===== config.mk =====
export PLATFORM = sky130hd
export DESIGN_NAME = length_prefixed_request_deframer
export DESIGN_NICKNAME = d
export VERILOG_FILES = /design/src/rtl/lprd_pkg.sv /design/src/rtl/lprd_parser.sv /design/src/rtl/length_prefixed_request_deframer.sv
export VERILOG_INCLUDE_DIRS = /design/src /design/src/rtl
export SDC_FILE = /design/constraint.sdc
export NUM_CORES = 1
export LEC_CHECK = 0
export BUFFER_PORTS_ARGS = -buffer_cell sky130_fd_sc_hd__buf_2
export CORE_ASPECT_RATIO = 1.25
export CORE_MARGIN = 5
export CORE_UTILIZATION = 50
export CTS_CLUSTER_DIAMETER = 200
export CTS_CLUSTER_SIZE = 8
export DETAILED_ROUTE_END_ITERATION = 12
export GPL_TIMING_DRIVEN = 0
export PLACE_DENSITY = 0.68
export SLEW_MARGIN = 20
export SYNTH_ARGS = -nofsm -noshare
export SYNTH_HDL_FRONTEND = slang
export SYNTH_SLANG_ARGS = --single-unit

===== constraint.sdc =====
create_clock -name clk_i -period 7.3 [get_ports clk_i]
set_input_delay 0.73 -clock clk_i [delete_from_list [all_inputs] [get_ports clk_i]]
set_output_delay 0.73 -clock clk_i [all_outputs]
set_load 0.1 [all_outputs]

===== src/rtl/length_prefixed_request_deframer_assert.svh =====
// ----------------------------------------------------------------------------
// Assertion macros for the length-prefixed request deframer
// Concurrent checks on clk_i with reset rst_ni; empty under synthesis.
// ----------------------------------------------------------------------------
`ifndef LENGTH_PREFIXED_REQUEST_DEFRAMER_ASSERT_SVH
`define LENGTH_PREFIXED_REQUEST_DEFRAMER_ASSERT_SVH

`ifndef SYNTHESIS
// Checks that a property holds at every clock edge outside reset.
`define LPRD_ASSERT(label, prop) \
  label: assert property (@(posedge clk_i) disable iff (!rst_ni) prop) \
    else $error("lprd: assertion failed");
// Checks that a condition never occurs outside reset.
`define LPRD_ASSERT_NEVER(label, cond) \
  label: assert property (@(posedge clk_i) disable iff (!rst_ni) !(cond)) \
    else $error("lprd: forbidden condition seen");
`else
`define LPRD_ASSERT(label, prop)
`define LPRD_ASSERT_NEVER(label, cond)
`endif

`endif


===== src/rtl/lprd_pkg.sv =====
// ----------------------------------------------------------------------------
// lprd_pkg
// Shared constants, result codes and types of the request deframer.
// ----------------------------------------------------------------------------
package lprd_pkg;

  // Width of the frame byte counters.
  localparam int unsigned LENGTH_BITS = 32;

  // Width of the string index and its saturation value.
  localparam int unsigned INDEX_W = 25;
  localparam logic [INDEX_W-1:0] INDEX_MAX = '1;

  // Reset value of the length limit register (32 MiB).
  localparam logic [31:0] MAX_LEN_RESET = 32'(32 << 20);

  // Byte roles.
  localparam logic [2:0] ROLE_FRAME_LEN = 3'd0;
  localparam logic [2:0] ROLE_COUNT     = 3'd1;
  localparam logic [2:0] ROLE_STR_LEN   = 3'd2;
  localparam logic [2:0] ROLE_STR_DATA  = 3'd3;
  localparam logic [2:0] ROLE_DISCARD   = 3'd4;

  // Status codes.
  localparam logic [1:0] ST_OK      = 2'd0;
  localparam logic [1:0] ST_BAD     = 2'd1;
  localparam logic [1:0] ST_TOOLONG = 2'd2;
  localparam logic [1:0] ST_CLOSED  = 2'd3;

  // One tagged byte.
  typedef struct packed {
    logic [7:0]         byte_out;
    logic [2:0]         byte_role;
    logic [INDEX_W-1:0] string_index;
    logic               string_done;
    logic               request_done;
    logic [1:0]         status;
  } lprd_result_t;

endpackage


===== src/rtl/lprd_parser.sv =====
// ----------------------------------------------------------------------------
// lprd_parser
// Framing state of the deframer. Tags one byte per step and advances the
// frame, string and field counters.
// ----------------------------------------------------------------------------
`include "length_prefixed_request_deframer_assert.svh"

module lprd_parser
  import lprd_pkg::*;
(
  input  logic         clk_i,
  input  logic         rst_ni,
  input  logic         step_i,
  input  logic [7:0]   data_byte_i,
  input  logic [31:0]  max_len_i,
  output lprd_result_t result_o
);

  localparam logic [1:0] PH_FRAME_LEN = 2'd0;
  localparam logic [1:0] PH_COUNT     = 2'd1;
  localparam logic [1:0] PH_STR_LEN   = 2'd2;
  localparam logic [1:0] PH_STR_DATA  = 2'd3;

  logic [1:0]             phase_q, phase_d;
  logic [1:0]             cnt_q, cnt_d;
  logic [23:0]            field_q, field_d;
  logic [LENGTH_BITS-1:0] frame_left_q, frame_left_d;
  logic [31:0]            strings_q, strings_d;
  logic [INDEX_W-1:0]     cur_str_q, cur_str_d;
  logic [LENGTH_BITS-1:0] str_left_q, str_left_d;
  logic                   closed_q, closed_d;

  logic [23:0]            field_next;
  logic [31:0]            field_val;
  logic                   field_done;
  logic [LENGTH_BITS-1:0] frame_dec;
  logic                   bad, toolong, whole, str_end;

  // Little-endian field gathering: three bytes are held, the fourth comes live.
  always_comb begin
    field_next = field_q;
    case (cnt_q)
      2'd0:    field_next[7:0]   = data_byte_i;
      2'd1:    field_next[15:8]  = data_byte_i;
      2'd2:    field_next[23:16] = data_byte_i;
      default: field_next        = field_q;
    endcase
  end

  assign field_val  = {data_byte_i, field_q};
  assign field_done = (cnt_q == 2'd3);
  assign frame_dec  = frame_left_q - 1'b1;

  // Tagging and next state for one byte.
  always_comb begin
    phase_d      = phase_q;
    cnt_d        = cnt_q;
    field_d      = field_q;
    frame_left_d = frame_left_q;
    strings_d    = strings_q;
    cur_str_d    = cur_str_q;
    str_left_d   = str_left_q;
    closed_d     = closed_q;
    bad          = 1'b0;
    toolong      = 1'b0;
    whole        = 1'b0;
    str_end      = 1'b0;

    result_o.byte_out     = data_byte_i;
    result_o.byte_role    = ROLE_DISCARD;
    result_o.string_index = '0;
    result_o.string_done  = 1'b0;
    result_o.request_done = 1'b0;
    result_o.status       = ST_OK;

    if (closed_q) begin
      result_o.status = ST_CLOSED;
    end else begin
      // Field gathering applies to every phase but string data.
      if (phase_q != PH_STR_DATA) begin
        if (field_done) begin
          cnt_d   = 2'd0;
          field_d = '0;
        end else begin
          cnt_d   = cnt_q + 2'd1;
          field_d = field_next;
        end
      end

      case (phase_q)
        PH_FRAME_LEN: begin
          result_o.byte_role = ROLE_FRAME_LEN;
          if (field_done) begin
            if ((field_val > max_len_i) ||
                ((33'(field_val) >> LENGTH_BITS) != 33'd0)) begin
              toolong = 1'b1;
            end else if (field_val == 32'd0) begin
              bad = 1'b1;
            end else begin
              frame_left_d = LENGTH_BITS'(field_val);
              phase_d      = PH_COUNT;
            end
          end
        end
        PH_COUNT: begin
          result_o.byte_role = ROLE_COUNT;
          frame_left_d       = frame_dec;
          if (field_done) begin
            if (field_val > max_len_i) begin
              bad = 1'b1;
            end else begin
              strings_d = field_val;
              if (field_val == 32'd0) begin
                whole = 1'b1;
              end else begin
                phase_d = PH_STR_LEN;
              end
            end
          end
        end
        PH_STR_LEN: begin
          result_o.byte_role    = ROLE_STR_LEN;
          result_o.string_index = cur_str_q;
          frame_left_d          = frame_dec;
          if (field_done) begin
            if (field_val > 32'(frame_dec)) begin
              bad = 1'b1;
            end else if (field_val == 32'd0) begin
              str_end = 1'b1;
            end else begin
              str_left_d = LENGTH_BITS'(field_val);
              phase_d    = PH_STR_DATA;
            end
          end
        end
        default: begin
          result_o.byte_role    = ROLE_STR_DATA;
          result_o.string_index = cur_str_q;
          frame_left_d          = frame_dec;
          str_left_d            = str_left_q - 1'b1;
          str_end               = (str_left_q == LENGTH_BITS'(1));
        end
      endcase

      // A string completes: move to the next one or finish the request.
      if (str_end) begin
        result_o.string_done = 1'b1;
        strings_d            = strings_q - 32'd1;
        if (cur_str_q != INDEX_MAX) begin
          cur_str_d = cur_str_q + 1'b1;
        end
        if (strings_q == 32'd1) begin
          whole = 1'b1;
        end else begin
          phase_d = PH_STR_LEN;
        end
      end

      // Frame accounting against the bytes still left in the frame.
      if (!bad && !toolong) begin
        if (whole) begin
          if (frame_left_d != '0) begin
            bad = 1'b1;
          end else begin
            result_o.request_done = 1'b1;
            phase_d               = PH_FRAME_LEN;
            cur_str_d             = '0;
            cnt_d                 = 2'd0;
            field_d               = '0;
          end
        end else if (phase_d != PH_FRAME_LEN && frame_left_d == '0) begin
          bad = 1'b1;
        end
      end

      // A framing fault closes the connection for good.
      if (bad || toolong) begin
        closed_d              = 1'b1;
        result_o.status       = toolong ? ST_TOOLONG : ST_BAD;
        result_o.string_done  = 1'b0;
        result_o.request_done = 1'b0;
      end
    end
  end

  // State registers.
  always_ff @(posedge clk_i or negedge rst_ni) begin
    if (!rst_ni) begin
      phase_q      <= PH_FRAME_LEN;
      cnt_q        <= 2'd0;
      field_q      <= '0;
      frame_left_q <= '0;
      strings_q    <= '0;
      cur_str_q    <= '0;
      str_left_q   <= '0;
      closed_q     <= 1'b0;
    end else if (step_i) begin
      phase_q      <= phase_d;
      cnt_q        <= cnt_d;
      field_q      <= field_d;
      frame_left_q <= frame_left_d;
      strings_q    <= strings_d;
      cur_str_q    <= cur_str_d;
      str_left_q   <= str_left_d;
      closed_q     <= closed_d;
    end
  end

  // Once closed, the parser never reopens without reset.
  `LPRD_ASSERT(a_closed_sticky, closed_q |=> closed_q)
  // String data is only ever expected while data bytes remain.
  `LPRD_ASSERT(a_data_left, !closed_q && phase_q == PH_STR_DATA |-> str_left_q != '0)
  // Inside a frame, at least one frame byte is always still due.
  `LPRD_ASSERT(a_frame_live, !closed_q && phase_q != PH_FRAME_LEN |-> frame_left_q != '0)

endmodule


===== src/rtl/length_prefixed_request_deframer.sv =====
// ----------------------------------------------------------------------------
// length_prefixed_request_deframer
// Tags a byte stream of length-prefixed requests with role, string index and
// completion flags, and closes the connection on a framing fault.
// ----------------------------------------------------------------------------
// The block accepts one byte per clock cycle while the output is not stalled
// and returns one tagged byte for each, in order. A byte passes an input
// register, combinational parse logic that updates the frame, string and
// field counters, and a result register, from which its result is offered;
// the parse stage sets the rate of one byte per cycle. Stalls on the
// output back up into the input without losing bytes. The length limit
// register may be written only while no byte is in flight. After a fault the
// status reads closed until reset.
`include "length_prefixed_request_deframer_assert.svh"

module length_prefixed_request_deframer
  import lprd_pkg::*;
(
  input  logic               clk_i,
  input  logic               rst_ni,
  // Configuration write channel.
  input  logic               cfg_valid_i,
  output logic               cfg_ready_o,
  input  logic [31:0]        cfg_max_message_length_i,
  // Byte input channel.
  input  logic               in_valid_i,
  output logic               in_ready_o,
  input  logic [7:0]         data_byte_i,
  // Tagged byte output channel.
  output logic               out_valid_o,
  input  logic               out_ready_i,
  output logic [7:0]         byte_out_o,
  output logic [2:0]         byte_role_o,
  output logic [INDEX_W-1:0] string_index_o,
  output logic               string_done_o,
  output logic               request_done_o,
  output logic [1:0]         status_o
);

  logic [31:0]  max_len_val_q;
  logic         s1_valid_q;
  logic [7:0]   s1_byte_q;
  logic         out_valid_q;
  lprd_result_t res_d, res_q;
  logic         advance;

  // Configuration is always accepted.
  assign cfg_ready_o = 1'b1;

  // The parse stage moves when a byte waits and the result slot is free.
  assign advance    = s1_valid_q && (!out_valid_q || out_ready_i);
  assign in_ready_o = !s1_valid_q || advance;

  // Length limit register.
  always_ff @(posedge clk_i or negedge rst_ni) begin
    if (!rst_ni) begin
      max_len_val_q <= MAX_LEN_RESET;
    end else if (cfg_valid_i) begin
      max_len_val_q <= cfg_max_message_length_i;
    end
  end

  // Stage valid flags.
  always_ff @(posedge clk_i or negedge rst_ni) begin
    if (!rst_ni) begin
      s1_valid_q  <= 1'b0;
      out_valid_q <= 1'b0;
    end else begin
      if (in_ready_o) begin
        s1_valid_q <= in_valid_i;
      end
      if (advance) begin
        out_valid_q <= 1'b1;
      end else if (out_ready_i) begin
        out_valid_q <= 1'b0;
      end
    end
  end

  // Stage payloads.
  always_ff @(posedge clk_i) begin
    if (in_valid_i && in_ready_o) begin
      s1_byte_q <= data_byte_i;
    end
    if (advance) begin
      res_q <= res_d;
    end
  end

  // Framing state and byte tagging.
  lprd_parser u_parser (
    .clk_i       (clk_i),
    .rst_ni      (rst_ni),
    .step_i      (advance),
    .data_byte_i (s1_byte_q),
    .max_len_i   (max_len_val_q),
    .result_o    (res_d)
  );

  assign out_valid_o    = out_valid_q;
  assign byte_out_o     = res_q.byte_out;
  assign byte_role_o    = res_q.byte_role;
  assign string_index_o = res_q.string_index;
  assign string_done_o  = res_q.string_done;
  assign request_done_o = res_q.request_done;
  assign status_o       = res_q.status;

  // A closed connection only discards bytes.
  `LPRD_ASSERT(a_closed_discard, out_valid_o && status_o == ST_CLOSED |-> byte_role_o == ROLE_DISCARD)
  // A closed connection reports no string index.
  `LPRD_ASSERT(a_closed_index, out_valid_o && status_o == ST_CLOSED |-> string_index_o == '0)
  // A finished request is never reported together with a fault.
  `LPRD_ASSERT(a_done_ok, out_valid_o && request_done_o |-> status_o == ST_OK)
  // Roles beyond discarded never leave the block.
  `LPRD_ASSERT_NEVER(a_role_range, out_valid_o && byte_role_o > ROLE_DISCARD)
  // The limit register is written only by the configuration channel.
  `LPRD_ASSERT(a_cfg_hold, !cfg_valid_i |=> $stable(max_len_val_q))

endmodule


==> summary.md <==
| Metric | Value |
|---|---|
| IO buf count | `85` |
| Drt first pass iters | `6` |
| Largest net degree at the start of global routing | `79` |
| Drt first-iter violations | `1486` |
| Clk_lat worst skew | `0.53 ns` |
| Worst hold path class | `input pin to async pin` |
| Syn Nets | `~1.8k` |
| Core area | `28400 um^2` |
| Worst VDD drop | `0.000224 V` |
| Synth-to-Final Area Change | `13.2%` |
| CP Data Required Time | `around 7.7 ns` |
| Final hold violation count | `0` |
| CP max stage delay | `0.70 ns` |
| Yosys reg bits | `232` |
| Clk buf depth | `3` |
| Main flop type after synthesis | `dfrtp_1` |
| Post-Layout Cell Count | `2171` |
| CP arrival | `7.10 ns` |
| # Max-Cap Violations | `0` |
| Tot GR Track Use | `a little over 30%` |
| Gpl congestion | `0.982` |
| Synthesis Warnings | `0` |
| Avg Synthesized Cell Area | `8.58 um^2` |
| Tcrit/Tclk final | `92.0%` |
| Critical path launch point type | `register` |
| Top-area cell type share of the netlist area | `a little under a third` |
| Initial Utilization | `50.7%` |
| Diodes inserted | `0` |
| Number of enable flip-flop cells after synthesis | `48` |
| # nets final | `1921` |
| Inst Count DP | `2121` |
| Async set-reset flop share out of synthesis | `79.3%` |
| Number of global-route vias before repair | `13.4k` |
| Pleak | `between 6 and 7 nW` |
| Slew headroom | `29.1%` |
| Pins Over Slew Limit | `0` |
| Crit-path slowest cell | `or4b_2` |
| Register Area | `6050 um^2` |
| Worst Skew | `0.0254 ns` |
| Clock sinks | `232` |
| TritonCTS clock tree | `yes` |
| FMAX | `149 MHz` |
| Die H | `200 um` |
| WL final | `49.5 mm` |
| Layout cells sized above 1 | `9.53%` |
| H-tree levels | `2` |
| Cells after Synth | `1678` |
| Post-detail-place hpwl | `34.5 mm` |
| Setup TNS | `0 ns` |
| Top cells by area, synth | `dfrtp_1, edfxtp_1, ha_1, o21ai_0, a21oi_1` |
| Std cell rows | `69` |
| Unrepaired setup endpoints after global routing | `no` |
| Fillers | `2580` |
| Mapped Area | `approximately 14000 um^2` |
| Finish-stage setup viols | `0` |
| First-pass GRT wire length | `76.6 mm` |
| Most frequent cells in the layout | `dfrtp_1, nand2_1, o21ai_0` |
| Crit Path Category | `register to register` |
| Die area | `32300 um^2` |
| Seq/Total Area, Yosys | `a little over two fifths` |
| Post-CTS setup buffer count | `0` |
| Antenna violations before repair | `0` |
| Area occupied by multi-input gates | `7720 um^2` |
| CP max FO | `10` |
| Overflow after GRT | `0` |
| Crit-path cells | `clkbuf_1 -> inv_1 -> ha_1 -> nor4b_1 -> nand3_1 -> clkbuf_1 -> nor4_1 -> xor2_1 -> inv_1 -> ha_1 -> a21o_1 -> a21oi_1 -> a2bb2oi_1 -> nand2_1 -> o311a_1 -> clkbuf_1 -> or4b_2 -> clkbuf_1 -> nor3_1 -> xnor2_1 -> nor2_1` |
| Total number of vias | `approximately 14k` |
| Vias/cell | `6.44` |
| Crit. End Element | `register` |
| # IOs | `88` |
| Die Span X | `between 150 and 200 um` |
| Distinct cells, synth | `slightly above 80` |
| Crit-path most repeated cell | `clkbuf_1` |
| Num CTS Buffers | `34` |
| Post-route ant nets | `0` |
| Power density cells | `387 nW/um^2` |
| CTS root buf | `clkbuf_16` |
| DRC violations left | `0` |
| Most common cell after layout, fill and taps aside | `dfrtp_1` |
| Clock-pin slew on the worst setup and hold paths | `0.06 ns` |
| Tightest Pin Transition | `1.06 ns` |
| Status | `completed` |
| Routed len/inst | `22.8 um` |
| Final min period | `6.72 ns` |
| Synth area leader | `dfrtp_1` |
worst max-delay path, delay by kind of cell, from the launching register on:
family,cells,cell delay (ns)
fa+ha+maj,2,0.69
xor+xnor,2,0.57
buf+inv,6,1.37
compound gates,4,1.28
flops,1,0.35
simple gates,7,2.31
state kept, by name, summed over array words and instances (netlist names):
register               cells
byte_out_o                 8
s1_valid_q                 1
u_parser.strings_q        32
u_parser.cnt_q             2
max_len_val_q             32
string_done_o              1
u_parser.frame_left_q     32
u_parser.str_left_q       32
u_parser.cur_str_q        25
u_parser.field_q          24
string_index_o            25
byte_role_o                3
status_o                   2
u_parser.phase_q           2
request_done_o             1
u_parser.closed_q          1
out_valid_o                1
s1_byte_q                  8
logic make-up after synthesis:
group | share of synthesized area, %
fa+ha+maj | 6.43
xor+xnor | 2.98
buf+inv | 4.45
simple gates | 23.0
compound gates | 20.9
mux | 0.217
other cells | 0.0260
flops | 42.0
layer usage:
layer | wire (um) | share of wire [%] | global-route usage (%)
met5 | 0 | 0 | 0
met4 | 3020 | 6.1 | 16.0
met3 | 4540 | 9.2 | 5.89
met2 | 22400 | 45 | 49.2
met1 | 19600 | 40 | 39.0
power breakdown:
group,switching (mW),internal [mW]
clock,0.566,0.869
combinational,1.69,0.882
sequential,0.624,1.68
total,2.88,3.43
what timing repair did:
item / in CTS / in global routing
endpoints found under the setup margin: 0 / 3
hold buffers: 0 / 0
gates resized for setup: 0 / 1
cell usage after synthesis (33+ instances only):
cell / n
a21oi_1: 149
a22oi_1: 33
clkbuf_1: 88
dfrtp_1: 183
edfxtp_1: 48
ha_1: 74
inv_1: 67
nand2_1: 173
nand3_1: 46
nor2_1: 142
nor3_1: 74
nor4_1: 35
o21ai_0: 160
xnor2_1: 38
worst paths after layout:
check | startpoint | to | slack [ns] | cells after the start
max in group asynchronous | rst_ni | u_parser.str_left_q[13] | 6.12 | 3
worst max-delay path | u_parser.frame_left_q[0] | u_parser.cur_str_q[17] | 0.58 | 21
worst min-delay path | rst_ni | u_parser.frame_left_q[19] | 0.12 | 1
min in group clk_i | data_byte_i[0] | s1_byte_q[0] | 0.39 | 1
worst max register to register | u_parser.frame_left_q[0] | u_parser.cur_str_q[17] | 0.58 | 21
worst min register to register | s1_valid_q | out_valid_o | 0.48 | 1
through the flow:
stage	utilization, %	power, mW	hold slack, ns	area [um^2]	setup slack (ns)
final	57.4	6.30	0.116	16300	0.582
after global routing	57.4	6.66	0.148	16300	0.200
after CTS	57.4	6.24	0.125	16300	0.614
after detailed placement	54.1	4.80	0.469	15400	0.636
after global placement	53.8	4.72	0.459	15300	0.694
after floorplan	-	3.86	0.434	14400	2.21
layout make-up:
class	instances	share of cell area, %
buffer	99	2.39
clock buffer	49	5.70
clock inverter	1	0.0537
inverter	67	1.54
multi-input combinational	1280	47.4
sequential	232	37.1
tap	355	2.72
timing repair buffer	88	3.13
Note: power is estimated with default switching activity, not from simulation.
